--- src/design/msr_pkg.sv ---
package msr_pkg;

  // Input word: one event or request from the sensor side.
  typedef struct packed {
    logic [2:0] opcode;
    logic [1:0] sensor_index;
  } in_word_t;

  // Output word: one report.
  typedef struct packed {
    logic [1:0]  result_kind;
    logic [1:0]  sensor_number;
    logic [15:0] value;
  } out_word_t;

  // Raw opcodes on the input channel.
  localparam logic [2:0] OP_TICK  = 3'd0;
  localparam logic [2:0] OP_RISE  = 3'd1;
  localparam logic [2:0] OP_FALL  = 3'd2;
  localparam logic [2:0] OP_QUERY = 3'd3;
  localparam logic [2:0] OP_READ  = 3'd4;

  // Result kinds.
  localparam logic [1:0] KIND_TRIGGER = 2'd0;
  localparam logic [1:0] KIND_STORED  = 2'd1;
  localparam logic [1:0] KIND_REPLY   = 2'd2;
  localparam logic [1:0] KIND_ERROR   = 2'd3;

  // Configuration register indexes.
  localparam logic [1:0] REG_SENSOR_COUNT = 2'd0;
  localparam logic [1:0] REG_MIN_WIDTH    = 2'd1;
  localparam logic [1:0] REG_MAX_WIDTH    = 2'd2;
  localparam logic [1:0] REG_TICKS_PER_CM = 2'd3;

  localparam int unsigned CFG_DATA_W  = 16;
  localparam int unsigned QUEUE_DEPTH = 2;
  localparam int unsigned WIDTH_W     = 16;
  localparam int unsigned DIVISOR_W   = 8;

  // Reset values of the configuration registers.
  localparam logic [1:0]  RST_SENSOR_COUNT = 2'd0;
  localparam logic [15:0] RST_MIN_WIDTH    = 16'd28;
  localparam logic [15:0] RST_MAX_WIDTH    = 16'd1458;
  localparam logic [7:0]  RST_TICKS_PER_CM = 8'd14;

  // Classified command passed from the front to the back.
  typedef enum logic [2:0] {
    CMD_TICK,
    CMD_RISE,
    CMD_FALL,
    CMD_QUERY,
    CMD_READ
  } cmd_e;

  typedef struct packed {
    cmd_e       op;
    logic [1:0] idx;
  } cmd_t;

  typedef struct packed {
    logic [1:0]  sensor_count;
    logic [15:0] min_width;
    logic [15:0] max_width;
    logic [7:0]  ticks_per_cm;
  } cfg_t;

endpackage

--- src/design/msr_front.sv ---
module msr_front (
  input  logic              in_valid_i,
  input  msr_pkg::in_word_t in_word_i,
  output logic              in_ready_o,
  input  logic              q_full_i,
  output logic              q_push_o,
  output msr_pkg::cmd_t     q_cmd_o
);

  logic known_op;

  // Decode the opcode; drop unknown codes here so they never reach the queue.
  always_comb begin
    known_op   = 1'b1;
    q_cmd_o.op = msr_pkg::CMD_TICK;
    case (in_word_i.opcode)
      msr_pkg::OP_TICK:  q_cmd_o.op = msr_pkg::CMD_TICK;
      msr_pkg::OP_RISE:  q_cmd_o.op = msr_pkg::CMD_RISE;
      msr_pkg::OP_FALL:  q_cmd_o.op = msr_pkg::CMD_FALL;
      msr_pkg::OP_QUERY: q_cmd_o.op = msr_pkg::CMD_QUERY;
      msr_pkg::OP_READ:  q_cmd_o.op = msr_pkg::CMD_READ;
      default:           known_op   = 1'b0;
    endcase
    q_cmd_o.idx = in_word_i.sensor_index;
  end

  assign in_ready_o = !q_full_i;
  assign q_push_o   = in_valid_i && !q_full_i && known_op;

endmodule

--- src/design/msr_queue.sv ---
module msr_queue #(
  parameter int unsigned DEPTH = 2
) (
  input  logic          clk_i,
  input  logic          rst_ni,
  input  logic          push_i,
  input  msr_pkg::cmd_t push_cmd_i,
  output logic          full_o,
  input  logic          pop_i,
  output logic          pop_valid_o,
  output msr_pkg::cmd_t pop_cmd_o
);

  localparam int unsigned PTR_W = (DEPTH > 1) ? $clog2(DEPTH) : 1;
  localparam int unsigned CNT_W = $clog2(DEPTH + 1);

  msr_pkg::cmd_t entry_q [DEPTH];
  logic [PTR_W-1:0] wr_ptr_q, wr_ptr_d, rd_ptr_q, rd_ptr_d;
  logic [CNT_W-1:0] cnt_q, cnt_d;
  logic do_push, do_pop;

  assign full_o      = (cnt_q == CNT_W'(DEPTH));
  assign pop_valid_o = (cnt_q != '0);
  assign pop_cmd_o   = entry_q[rd_ptr_q];
  assign do_push     = push_i && !full_o;
  assign do_pop      = pop_i && pop_valid_o;

  always_comb begin
    wr_ptr_d = wr_ptr_q;
    rd_ptr_d = rd_ptr_q;
    cnt_d    = cnt_q;
    if (do_push) begin
      wr_ptr_d = (wr_ptr_q == PTR_W'(DEPTH - 1)) ? '0 : wr_ptr_q + 1'b1;
    end
    if (do_pop) begin
      rd_ptr_d = (rd_ptr_q == PTR_W'(DEPTH - 1)) ? '0 : rd_ptr_q + 1'b1;
    end
    if (do_push && !do_pop) begin
      cnt_d = cnt_q + 1'b1;
    end else if (do_pop && !do_push) begin
      cnt_d = cnt_q - 1'b1;
    end
  end

  always_ff @(posedge clk_i or negedge rst_ni) begin
    if (!rst_ni) begin
      wr_ptr_q <= '0;
      rd_ptr_q <= '0;
      cnt_q    <= '0;
    end else begin
      wr_ptr_q <= wr_ptr_d;
      rd_ptr_q <= rd_ptr_d;
      cnt_q    <= cnt_d;
    end
  end

  always_ff @(posedge clk_i) begin
    if (do_push) begin
      entry_q[wr_ptr_q] <= push_cmd_i;
    end
  end

endmodule

--- src/design/msr_back.sv ---
module msr_back #(
  parameter int unsigned MAX_SENSORS  = 3,
  parameter int unsigned COUNTER_BITS = 16
) (
  input  logic               clk_i,
  input  logic               rst_ni,
  input  msr_pkg::cfg_t      cfg_i,
  input  logic               cmd_valid_i,
  input  msr_pkg::cmd_t      cmd_i,
  output logic               cmd_pop_o,
  output logic               out_valid_o,
  input  logic               out_ready_i,
  output msr_pkg::out_word_t out_word_o
);

  localparam int unsigned IDX_W   = (MAX_SENSORS > 1) ? $clog2(MAX_SENSORS) : 1;
  localparam int unsigned CMP_W   = (COUNTER_BITS > msr_pkg::WIDTH_W) ?
                                    COUNTER_BITS : msr_pkg::WIDTH_W;
  localparam int unsigned DSTEP_W = $clog2(msr_pkg::WIDTH_W);
  localparam logic [1:0]  MAX_CLIP = (MAX_SENSORS > 3) ? 2'd3 : 2'(MAX_SENSORS);

  typedef enum logic [1:0] {
    PH_IDLE,
    PH_RISE,
    PH_FALL
  } phase_e;

  typedef enum logic [1:0] {
    ST_EXEC,
    ST_DIV,
    ST_REPLY
  } state_e;

  state_e                  st_q, st_d;
  phase_e                  phase_q, phase_d;
  logic [COUNTER_BITS-1:0] cnt_q, cnt_d;
  logic [1:0]              cur_q, cur_d;
  logic [15:0]             width_q [MAX_SENSORS];
  logic                    wr_en;
  logic [IDX_W-1:0]        wr_idx;
  logic [15:0]             wr_width;

  logic                        out_valid_q, out_valid_d;
  msr_pkg::out_word_t          out_word_q, out_word_d;

  // Serial divider: one quotient bit per cycle.
  logic [msr_pkg::WIDTH_W-1:0]   quo_q, quo_d;
  logic [msr_pkg::DIVISOR_W-1:0] rem_q, rem_d;
  logic [msr_pkg::DIVISOR_W-1:0] dvs_q, dvs_d;
  logic [DSTEP_W-1:0]            step_q, step_d;
  logic [1:0]                    rd_idx_q, rd_idx_d;
  logic [msr_pkg::DIVISOR_W:0]   rem_sh;
  logic                          q_bit;

  logic [1:0]       count;
  logic [1:0]       cur_eff;
  logic [2:0]       cur_nxt;
  logic [CMP_W-1:0] cnt_ext;
  logic             in_window;
  logic [15:0]      meas;
  logic             out_free;

  assign count    = (cfg_i.sensor_count < MAX_CLIP) ? cfg_i.sensor_count : MAX_CLIP;
  assign cur_eff  = (cur_q >= count) ? 2'd0 : cur_q;
  assign cur_nxt  = {1'b0, cur_eff} + 3'd1;
  assign cnt_ext  = CMP_W'(cnt_q);
  assign in_window = !(cnt_ext > CMP_W'(cfg_i.max_width) ||
                       cnt_ext < CMP_W'(cfg_i.min_width));
  assign meas     = in_window ? cnt_ext[15:0] : 16'd0;
  assign out_free = !out_valid_q || out_ready_i;

  // A zero divisor gives all ones, which is the saturated reply.
  assign rem_sh = {rem_q, quo_q[msr_pkg::WIDTH_W-1]};
  assign q_bit  = (rem_sh >= {1'b0, dvs_q});

  assign cmd_pop_o   = (st_q == ST_EXEC) && cmd_valid_i && out_free;
  assign out_valid_o = out_valid_q;
  assign out_word_o  = out_word_q;

  always_comb begin
    st_d        = st_q;
    phase_d     = phase_q;
    cnt_d       = cnt_q;
    cur_d       = cur_q;
    out_valid_d = out_valid_q && !out_ready_i;
    out_word_d  = out_word_q;
    quo_d       = quo_q;
    rem_d       = rem_q;
    dvs_d       = dvs_q;
    step_d      = step_q;
    rd_idx_d    = rd_idx_q;
    wr_en       = 1'b0;
    wr_idx      = IDX_W'(cur_eff);
    wr_width    = meas;

    case (st_q)
      ST_EXEC: begin
        if (cmd_pop_o) begin
          case (cmd_i.op)
            msr_pkg::CMD_TICK: begin
              if (phase_q != PH_IDLE && cnt_q != '1) begin
                cnt_d = cnt_q + 1'b1;
              end
            end
            msr_pkg::CMD_RISE: begin
              if (phase_q == PH_RISE) begin
                cnt_d   = '0;
                phase_d = PH_FALL;
              end
            end
            msr_pkg::CMD_FALL: begin
              if (phase_q == PH_FALL) begin
                out_valid_d = 1'b1;
                out_word_d  = '{result_kind: msr_pkg::KIND_STORED,
                                sensor_number: cur_eff, value: meas};
                if (count != 2'd0) begin
                  wr_en = 1'b1;
                  cur_d = (cur_nxt >= {1'b0, count}) ? 2'd0 : cur_nxt[1:0];
                end else begin
                  cur_d = 2'd0;
                end
                cnt_d   = '0;
                phase_d = PH_IDLE;
              end
            end
            msr_pkg::CMD_QUERY: begin
              if (count != 2'd0 && phase_q == PH_IDLE) begin
                cur_d       = cur_eff;
                out_valid_d = 1'b1;
                out_word_d  = '{result_kind: msr_pkg::KIND_TRIGGER,
                                sensor_number: cur_eff, value: 16'd0};
                cnt_d       = '0;
                phase_d     = PH_RISE;
              end
            end
            msr_pkg::CMD_READ: begin
              if (cmd_i.idx >= count) begin
                out_valid_d = 1'b1;
                out_word_d  = '{result_kind: msr_pkg::KIND_ERROR,
                                sensor_number: cmd_i.idx, value: 16'd0};
              end else begin
                quo_d    = width_q[IDX_W'(cmd_i.idx)];
                rem_d    = '0;
                dvs_d    = cfg_i.ticks_per_cm;
                step_d   = '0;
                rd_idx_d = cmd_i.idx;
                st_d     = ST_DIV;
              end
            end
            default: begin
            end
          endcase
        end
      end
      ST_DIV: begin
        rem_d  = q_bit ? msr_pkg::DIVISOR_W'(rem_sh - {1'b0, dvs_q})
                       : rem_sh[msr_pkg::DIVISOR_W-1:0];
        quo_d  = {quo_q[msr_pkg::WIDTH_W-2:0], q_bit};
        step_d = step_q + 1'b1;
        if (step_q == DSTEP_W'(msr_pkg::WIDTH_W - 1)) begin
          st_d = ST_REPLY;
        end
      end
      ST_REPLY: begin
        // Hold the quotient until the output register frees up.
        if (out_free) begin
          out_valid_d = 1'b1;
          out_word_d  = '{result_kind: msr_pkg::KIND_REPLY,
                          sensor_number: rd_idx_q, value: quo_q};
          st_d        = ST_EXEC;
        end
      end
      default: begin
        st_d = ST_EXEC;
      end
    endcase
  end

  always_ff @(posedge clk_i or negedge rst_ni) begin
    if (!rst_ni) begin
      st_q        <= ST_EXEC;
      phase_q     <= PH_IDLE;
      cnt_q       <= '0;
      cur_q       <= 2'd0;
      out_valid_q <= 1'b0;
      out_word_q  <= '0;
      quo_q       <= '0;
      rem_q       <= '0;
      dvs_q       <= '0;
      step_q      <= '0;
      rd_idx_q    <= 2'd0;
      for (int i = 0; i < int'(MAX_SENSORS); i++) begin
        width_q[i] <= 16'd0;
      end
    end else begin
      st_q        <= st_d;
      phase_q     <= phase_d;
      cnt_q       <= cnt_d;
      cur_q       <= cur_d;
      out_valid_q <= out_valid_d;
      out_word_q  <= out_word_d;
      quo_q       <= quo_d;
      rem_q       <= rem_d;
      dvs_q       <= dvs_d;
      step_q      <= step_d;
      rd_idx_q    <= rd_idx_d;
      if (wr_en) begin
        width_q[wr_idx] <= wr_width;
      end
    end
  end

endmodule

--- src/design/multi_sonar_echo_ranger_unit.sv ---
// Round-robin controller for up to MAX_SENSORS (at most 3) ultrasonic echo rangers.
// Input channel (in_valid_i/in_ready_o, in_word_i): each word is a
// prescaled tick, a rising or falling echo edge, a query or a distance
// read. Output channel (out_valid_o/out_ready_i, out_word_o): at most one
// word per input word - trigger sent, measurement stored, distance reply
// or read error. Unknown opcodes and events that do not fit the current
// phase give no output word.
// A decoded word waits in a two-entry queue; an event or query loads the
// output register when the back end pops it. A distance read runs a
// bit-serial divider, one quotient bit per cycle, and then loads the
// output register; the back end takes no new word while it divides.
// Other words retire at one per cycle while the output register is free
// and no divide runs.
// Reset clears the phase, tick counter, sensor pointer and stored widths
// to zero and loads the configuration defaults (0 sensors, window 28 to
// 1458 ticks, 14 ticks per cm). When the receiver stalls, the output word
// holds, the back end stops draining, and the queue keeps taking words
// until full. Configuration writes (cfg_we_i) take effect at once and
// are meant to happen only while the block is idle.
module multi_sonar_echo_ranger_unit #(
  parameter int unsigned MAX_SENSORS  = 3,
  parameter int unsigned COUNTER_BITS = 16
) (
  input  logic                            clk_i,
  input  logic                            rst_ni,
  input  logic                            in_valid_i,
  output logic                            in_ready_o,
  input  msr_pkg::in_word_t               in_word_i,
  output logic                            out_valid_o,
  input  logic                            out_ready_i,
  output msr_pkg::out_word_t              out_word_o,
  input  logic                            cfg_we_i,
  input  logic [1:0]                      cfg_index_i,
  input  logic [msr_pkg::CFG_DATA_W-1:0]  cfg_data_i
);

  msr_pkg::cfg_t cfg_q;
  msr_pkg::cmd_t push_cmd, pop_cmd;
  logic          q_full, q_push, q_pop, q_valid;

  // Configuration registers: plain write, no read-back.
  always_ff @(posedge clk_i or negedge rst_ni) begin
    if (!rst_ni) begin
      cfg_q.sensor_count <= msr_pkg::RST_SENSOR_COUNT;
      cfg_q.min_width    <= msr_pkg::RST_MIN_WIDTH;
      cfg_q.max_width    <= msr_pkg::RST_MAX_WIDTH;
      cfg_q.ticks_per_cm <= msr_pkg::RST_TICKS_PER_CM;
    end else if (cfg_we_i) begin
      case (cfg_index_i)
        msr_pkg::REG_SENSOR_COUNT: cfg_q.sensor_count <= cfg_data_i[1:0];
        msr_pkg::REG_MIN_WIDTH:    cfg_q.min_width    <= cfg_data_i;
        msr_pkg::REG_MAX_WIDTH:    cfg_q.max_width    <= cfg_data_i;
        msr_pkg::REG_TICKS_PER_CM: cfg_q.ticks_per_cm <= cfg_data_i[7:0];
        default: begin
        end
      endcase
    end
  end

  // Front: accept and classify each input word; drop unknown opcodes.
  msr_front u_front (
    .in_valid_i (in_valid_i),
    .in_word_i  (in_word_i),
    .in_ready_o (in_ready_o),
    .q_full_i   (q_full),
    .q_push_o   (q_push),
    .q_cmd_o    (push_cmd)
  );

  // Queue: decouple the front from a stalled or dividing back end.
  msr_queue #(
    .DEPTH (msr_pkg::QUEUE_DEPTH)
  ) u_queue (
    .clk_i       (clk_i),
    .rst_ni      (rst_ni),
    .push_i      (q_push),
    .push_cmd_i  (push_cmd),
    .full_o      (q_full),
    .pop_i       (q_pop),
    .pop_valid_o (q_valid),
    .pop_cmd_o   (pop_cmd)
  );

  // Back: ranging state machine, width store, serial divider, output reg.
  msr_back #(
    .MAX_SENSORS  (MAX_SENSORS),
    .COUNTER_BITS (COUNTER_BITS)
  ) u_back (
    .clk_i       (clk_i),
    .rst_ni      (rst_ni),
    .cfg_i       (cfg_q),
    .cmd_valid_i (q_valid),
    .cmd_i       (pop_cmd),
    .cmd_pop_o   (q_pop),
    .out_valid_o (out_valid_o),
    .out_ready_i (out_ready_i),
    .out_word_o  (out_word_o)
  );

endmodule

--- config.mk ---
export PLATFORM = sky130hd
export DESIGN_NAME = multi_sonar_echo_ranger_unit
export DESIGN_NICKNAME = d
export VERILOG_FILES = /design/src/design/msr_pkg.sv /design/src/design/msr_front.sv /design/src/design/msr_queue.sv /design/src/design/msr_back.sv /design/src/design/multi_sonar_echo_ranger_unit.sv
export SDC_FILE = /design/constraint.sdc
export NUM_CORES = 1
export LEC_CHECK = 0
export ABC_AREA = 1
export BUFFER_PORTS_ARGS = -buffer_cell sky130_fd_sc_hd__buf_2
export CAP_MARGIN = 20
export CORE_UTILIZATION = 40
export CTS_CLUSTER_SIZE = 24
export DETAILED_ROUTE_END_ITERATION = 8
export PLACE_DENSITY = 0.53
export SLEW_MARGIN = 20
export SYNTH_ARGS = -nofsm -noshare
export SYNTH_HDL_FRONTEND = slang
export SYNTH_SLANG_ARGS = --single-unit
--- constraint.sdc ---
create_clock -name clk_i -period 4.3 [get_ports clk_i]
set_input_delay 0.215 -clock clk_i [delete_from_list [all_inputs] [get_ports clk_i]]
set_output_delay 0.215 -clock clk_i [all_outputs]
set_load 0.01 [all_outputs]
Yosys cells after proc, flatten, opt, wreduce, memory -nomap -nowiden

Memory sizes are Yosys's and may differ from the RTL's.
Index checks and enable logic that the tools add are counted.

Bits in writable memories: 10
Flip-flop bits (word level): 175
Memory bits (read-only): 0
Input bits: 28
Output and inout port bits: 22
Memories: 1
Latch bits: 0

Memories:

| name            | words | bits a word | read ports | clocked after memory_dff | write ports | RTL line        | text |
|---|---|---|---|---|---|---|---|
| u_queue.entry_q | 2     | 5           | 1          | 0                        | 1           | msr_queue.sv:17 | `msr_pkg::cmd_t entry_q [DEPTH];` |

Eq/ne operators: 31
Magnitude comparators: 10
Add/sub/neg operators: 8
Muxes and demuxes: 69
Bitwise logic cells: 3
$mul: 0
Reductions and logical operators: 45
Shift-type cells: 0
Div/mod/pow operators: 0

Operators by type and width:

| operator                                                                | number |
|---|---|
| 16-bit 2-to-1 mux                                                       | 11 |
| 20-bit 2-to-1 mux                                                       | 5 |
| 16-bit one-hot mux with 4 select lines                                  | 1 |
| 20-bit one-hot mux with 3 select lines                                  | 1 |
| 48-bit bitwise mux                                                      | 1 |
| 20-bit one-hot mux with 2 select lines                                  | 1 |
| 16-bit binary-select mux with 2-bit select                              | 1 |
| 16-bit demux with 2-bit select                                          | 1 |
| 2-bit 2-to-1 mux                                                        | 16 |
| 8-bit 2-to-1 mux                                                        | 4 |
| 16-bit one-hot mux with 2 select lines                                  | 1 |
| 16-bit by 1-bit adder with 16-bit output, second input constant         | 1 |
| 16-bit > comparator                                                     | 1 |
| 16-bit < comparator                                                     | 1 |
| 16-bit inequality test, second input constant                           | 1 |
| 8-bit one-hot mux with 2 select lines                                   | 1 |
| 1-bit 2-to-1 mux                                                        | 15 |
| 7-bit AND reduction                                                     | 2 |
| 2-bit nonzero test                                                      | 7 |
| 3-bit by 2-bit equality test with 1-bit output, second input constant   | 4 |
| 1-bit logical AND                                                       | 12 |
| 4-bit 2-to-1 mux                                                        | 3 |
| 2-bit by 1-bit inequality test with 1-bit output, second input constant | 6 |
| 2-bit one-hot mux with 3 select lines                                   | 2 |
| other kinds (38)                                                        | 67 |

Longest topological paths before layout

Word-level depth: 10
Depth in mapped cells: 17
Gate-level depth less buffers: 16

Cells and area by module

From an unflattened synthesis, not the netlist that was laid out.

Cells, all modules: 1250
Area total of the unflattened synthesis: 10176.0 µm²

Modules (own cells, without submodules):

| module                       | cells each | area each (µm²) | times used |
|---|---|---|---|
| msr_back                     | 990        | 7669.9          | 1 |
| multi_sonar_echo_ranger_unit | 190        | 1841.8          | 1 |
| msr_queue                    | 57         | 601.8           | 1 |
| msr_front                    | 13         | 62.6            | 1 |

Worst setup path before layout

OpenSTA, ideal clock, no wires.

Path type: reg2reg
Start point: register u_queue.rd_ptr_q
End point: register u_back.out_word_q, in the netlist u_back.out_word_o[16]
Data arrival time: 2.333 ns
Cell stages (with the launch flop): 16
Slack: 1.843 ns
Data required time: 4.176 ns
Cells stage by stage: dfrtp_1 -> buf_6 -> o21ai_1 -> clkbuf_1 -> ha_1 -> inv_1 -> a21oi_1 -> o21ai_1 -> nand2_4 -> nand2_4 -> nand2_2 -> nand2_2 -> nor2_4 -> buf_6 -> o211ai_1 -> nand2_1

Word-level cells in the longest chain between the ends: 5
Elaborated cells on any way between the ends: 14
Classes of those cells: order compare: 1; eq/ne: 7; mux: 4; reduce/logical: 1; memory: 1

RTL lines:

| element                                     | RTL line        | text |
|---|---|---|
| start, declared                             | msr_queue.sv:18 | `logic [PTR_W-1:0] wr_ptr_q, wr_ptr_d, rd_ptr_q, rd_ptr_d;` |
| start signal, assigned                      | msr_queue.sv:52 | `rd_ptr_q <= rd_ptr_d;` |
| memory read 2 x 5 bit (*)                   | --              |  |
| 3-bit equality test (tied with other cells) | msr_back.sv:99  | `case (cmd_i.op)` |
| 20-bit one-hot mux with 3 select lines      | msr_back.sv:99  |  |
| 20-bit 2-to-1 mux                           | msr_back.sv:98  | `if (cmd_pop_o) begin` |
| 20-bit one-hot mux with 2 select lines      | msr_back.sv:96  | `case (st_q)` |
| end signal, assigned                        | msr_back.sv:201 | `out_word_q <= out_word_d;` |
| end, declared                               | msr_back.sv:44  | `msr_pkg::out_word_t out_word_q, out_word_d;` |

Mark *: on every way between the ends. The rest lies on a longest branch, timed or not. The select of a mux whose other input is x is not followed.
A chain may end at the register's enable or synchronous reset.

Worst setup path in the final report

Start point: register u_queue.rd_ptr_q
End point: register u_back.rem_q[3] (netlist bit)

Word-level cells in the longest chain between the ends: 4
Elaborated cells on any way between the ends: 6
Classes of those cells: order compare: 1; eq/ne: 3; reduce/logical: 1; memory: 1

RTL lines:

| element                                                                  | RTL line                        | text |
|---|---|---|
| memory read 2 x 5 bit (*)                                                | --                              |  |
| 2-bit greater-or-equal comparator or 3-bit equality test (tied branches) | msr_back.sv:137, msr_back.sv:99 |  |
| 2-bit inequality test (no source line)                                   | --                              |  |
| 4-bit AND reduction (no source line) (*)                                 | --                              |  |
| end signal, assigned                                                     | msr_back.sv:203                 | `rem_q <= rem_d;` |
| end, declared                                                            | msr_back.sv:48                  | `logic [msr_pkg::DIVISOR_W-1:0] rem_q, rem_d;` |

Mark *: on every way between the ends. The rest lies on a longest branch, timed or not.

==> flow_summary.json <==
{
  "route.detailed.drc": 0,
  "cts.root.buffer_cell": "clkbuf_16",
  "cp_max_fo": 36,
  "slew_headroom": 0.394,
  "fin_hold_ws_ns": 0.0388,
  "first_iter_violations": 451,
  "wire_per_inst_um": 16.2,
  "hold_violations": 0,
  "drtPass1Iterations": 5,
  "ys_types": 48,
  "place_area_sq_um": 10600,
  "finalWeightedCongestion": 0.827,
  "synth_warnings": 0,
  "antenna_left": 0,
  "finalNetCount": 1353,
  "ys_seq_area_frac": 0.464,
  "crit_chain": "nand2_1 -> o21ai_4 -> ha_1 -> inv_1 -> a21oi_1 -> o21ai_1 -> nand2_4 -> nand2_4 -> nand2_4 -> nand2_4 -> inv_1 -> nand2_1 -> o21ai_0",
  "final_area_sq_um": 11200,
  "async_flop_share": 0.946,
  "synth_area_leaders": "dfrtp_1 (40%), nand2_1 (10%), o21ai_0 (7.0%), ha_1 (6.1%), inv_1 (5.9%)",
  "cts_sinks": 185,
  "grt_pass1_wl_um": 42800,
  "grt_setup_unrepaired": "no",
  "slew_viol_final": 0,
  "grt_overflow": 0,
  "clock_latency_ns": 0.44,
  "post_cts_buffers": 0,
  "synth_ff_type": "dfrtp_1",
  "syn2layout_area_growth_pct": 10.8,
  "min_period_ns": 2.89,
  "yosysTopAreaCellShare": 0.403,
  "path_delay_family": "simple AND/OR/NAND/NOR gates",
  "path_buf_inv": 2,
  "power.leakage_uw": 0.00560,
  "endpoint_kind": "flop",
  "cts_resized": 0,
  "startpoint_type": "flop",
  "die_w_um": 161,
  "synth_edf_count": 10,
  "ff_latch_area_sq_um": 4690,
  "ys_ff_latch": 185,
  "finalWorstSetupSlack_ns": 1.41,
  "fin_cells": 1612,
  "yosys.cell_count.top_type": "nand2_1",
  "arrival_ns": 3.21,
  "htree_levels": 4,
  "multi_input_area_sq_um": 4550,
  "dp_hpwl_um": 18500,
  "antenna_found_initial": 0,
  "dieArea_sq_um": 26000,
  "dp_cells": 1575,
  "hp-class": "in2reg",
  "cts_hold_buf": 5,
  "critPathRequiredTime_ns": 4.62,
  "syn-num-nets": 1319,
  "ctsLongestPathBuffers": 2,
  "setup_violations": 0,
  "start_util": 0.411,
  "diodes": 0,
  "io_buffers": 49,
  "vias": 8092,
  "synth.avg_cell_area_sq_um": 8.16,
  "ios": 50,
  "cts_tree": "built",
  "max_freq_ghz": 0.346,
  "slowest_delay_ns": 0.70,
  "cts_made_buffers": 17,
  "worst_pin_slew_ns": 0.909,
  "status": "completed",
  "syn_inst": 1241,
  "period_share": 0.672,
  "crit_top_cell": "nand2_4",
  "first_global_vias": 7731,
  "fillers": 2501,
  "place_ws_ns": 1.42,
  "p_per_area_nw_per_um2": 687,
  "grt_usage": 0.212,
  "yosys.area.top_type": "dfrtp_1",
  "tns_ns": 0,
  "syn_area_sq_um": 10100,
  "routed_wirelength_um": 26100,
  "row_count": 57,
  "die_y_um": 161,
  "synthTopCellsByCount": "nand2_1 (269), dfrtp_1 (163), inv_1 (159)",
  "clk_pin_slew_ns": 0.08,
  "maxCapViolCount": 0,
  "grt_max_degree": 94,
  "core_sq_um": 24600,
  "skew_ns": 0.0127,
  "critPathSlowestCell": "dfrtp_1",
  "via_per_inst": 5.02,
  "path_class": "reg2reg",
  "drive_gt1_frac": 0.119,
  "ir_worst_vdd_mv": 0.314
}
==> state kept, by name (all words and copies together), names as in the netlist <==
| register | count |
|---|---|
| cfg_q | 42 |
| u_back.cnt_ext | 16 |
| u_back.cur_q | 2 |
| u_back.dvs_q | 8 |
| u_back.out_valid_o | 1 |
| u_back.out_word_o | 20 |
| u_back.phase_q | 2 |
| u_back.quo_q | 16 |
| u_back.rd_idx_q | 2 |
| u_back.rem_q | 8 |
| u_back.st_q | 2 |
| u_back.step_q | 4 |
| u_back.width_q | 48 |
| u_queue.cnt_q | 2 |
| u_queue.entry_q | 10 |
| u_queue.rd_ptr_q | 1 |
| u_queue.wr_ptr_q | 1 |
==> report_power, final <==
part           switching [uW]  internal (uW)  leakage [uW]
clock                     735            816      0.000265
combinational            2280           1160       0.00310
sequential                427           2300       0.00223
total                    3440           4270       0.00560
==> cell usage in the layout, fill, tap and decap left out, types with 9 or more instances in the layout <==
cell | netlist | routed
nand4_1 | 18 | 18
o21ai_0 | 142 | 142
xor2_1 | 17 | 17
buf_2 | 7 | 48
o21ai_2 | 9 | 9
o221ai_1 | 15 | 15
a21oi_1 | 61 | 61
nor2_1 | 129 | 128
nand2_1 | 269 | 269
o21ai_1 | 15 | 14
clkbuf_16 | 0 | 17
ha_1 | 49 | 49
dfrtp_1 | 163 | 163
dfstp_2 | 12 | 12
nand3_1 | 47 | 45
inv_1 | 159 | 159
nor3_1 | 10 | 10
edfxtp_1 | 10 | 10
==> final timing paths <==
kind / startpoint / endpoint / slack (ns) / cells after the start
worst max-delay path: u_queue.rd_ptr_q / u_back.rem_q[3] / 1.41 / 13
worst min-delay path: cfg_data_i[13] / cfg_q[21] / 0.04 / 3
worst max register to register: u_queue.rd_ptr_q / u_back.rem_q[3] / 1.41 / 13
worst min register to register: u_back.rd_idx_q[1] / u_back.rd_idx_q[1] / 0.49 / 2
max in group asynchronous: rst_ni / u_back.width_q[16] / 2.83 / 3
min in group asynchronous: rst_ni / u_back.dvs_q[4] / 0.46 / 2
==> kinds of logic after synthesis <==
logic type,count (synthesis),share of synthesized area
AO/OA/AOI/OAI,263,0.146
adder cells (fa/ha/maj),50,0.0625
XOR/XNOR,21,0.0182
flip-flops,185,0.464
AND/OR/NAND/NOR,506,0.218
multiplexers,2,0.00210
buffers and inverters,214,0.0891
==> through the flow <==
stage	util	total power (uW)
after floorplan	-	5260
after global placement	0.430	6150
after detailed placement	0.431	6200
after CTS	0.456	7790
after global routing	0.456	8380
final	0.456	7710
==> worst reg2reg max path, cell delays in order (launching register included) <==
cell and delay, ns:
dfrtp_1 0.70, nand2_1 0.18, o21ai_4 0.09, ha_1 0.24, inv_1 0.07, a21oi_1 0.06, o21ai_1 0.29, nand2_4 0.08
nand2_4 0.09, nand2_4 0.17, nand2_4 0.38, inv_1 0.25, nand2_1 0.09, o21ai_0 0.08
==> per-layer routing <==
layer  track usage  routed length [um]  vias up
met5             0                   0        -
met4        0.0442                 255        0
met3        0.0342                 806       19
met2         0.332               11900      113
met1         0.308               13100     3853
li1              -                   -     4107
==> cell type report <==
type                            instances  share of cell area
Timing Repair Buffer                   62              0.0333
Clock buffer                           19              0.0386
Tap cell                              324              0.0361
Inverter                              167              0.0559
Clock inverter                         13              0.0120
Multi-Input combinational cell        842               0.406
Sequential cell                       185               0.418
Power figures use the tool's default switching activity.
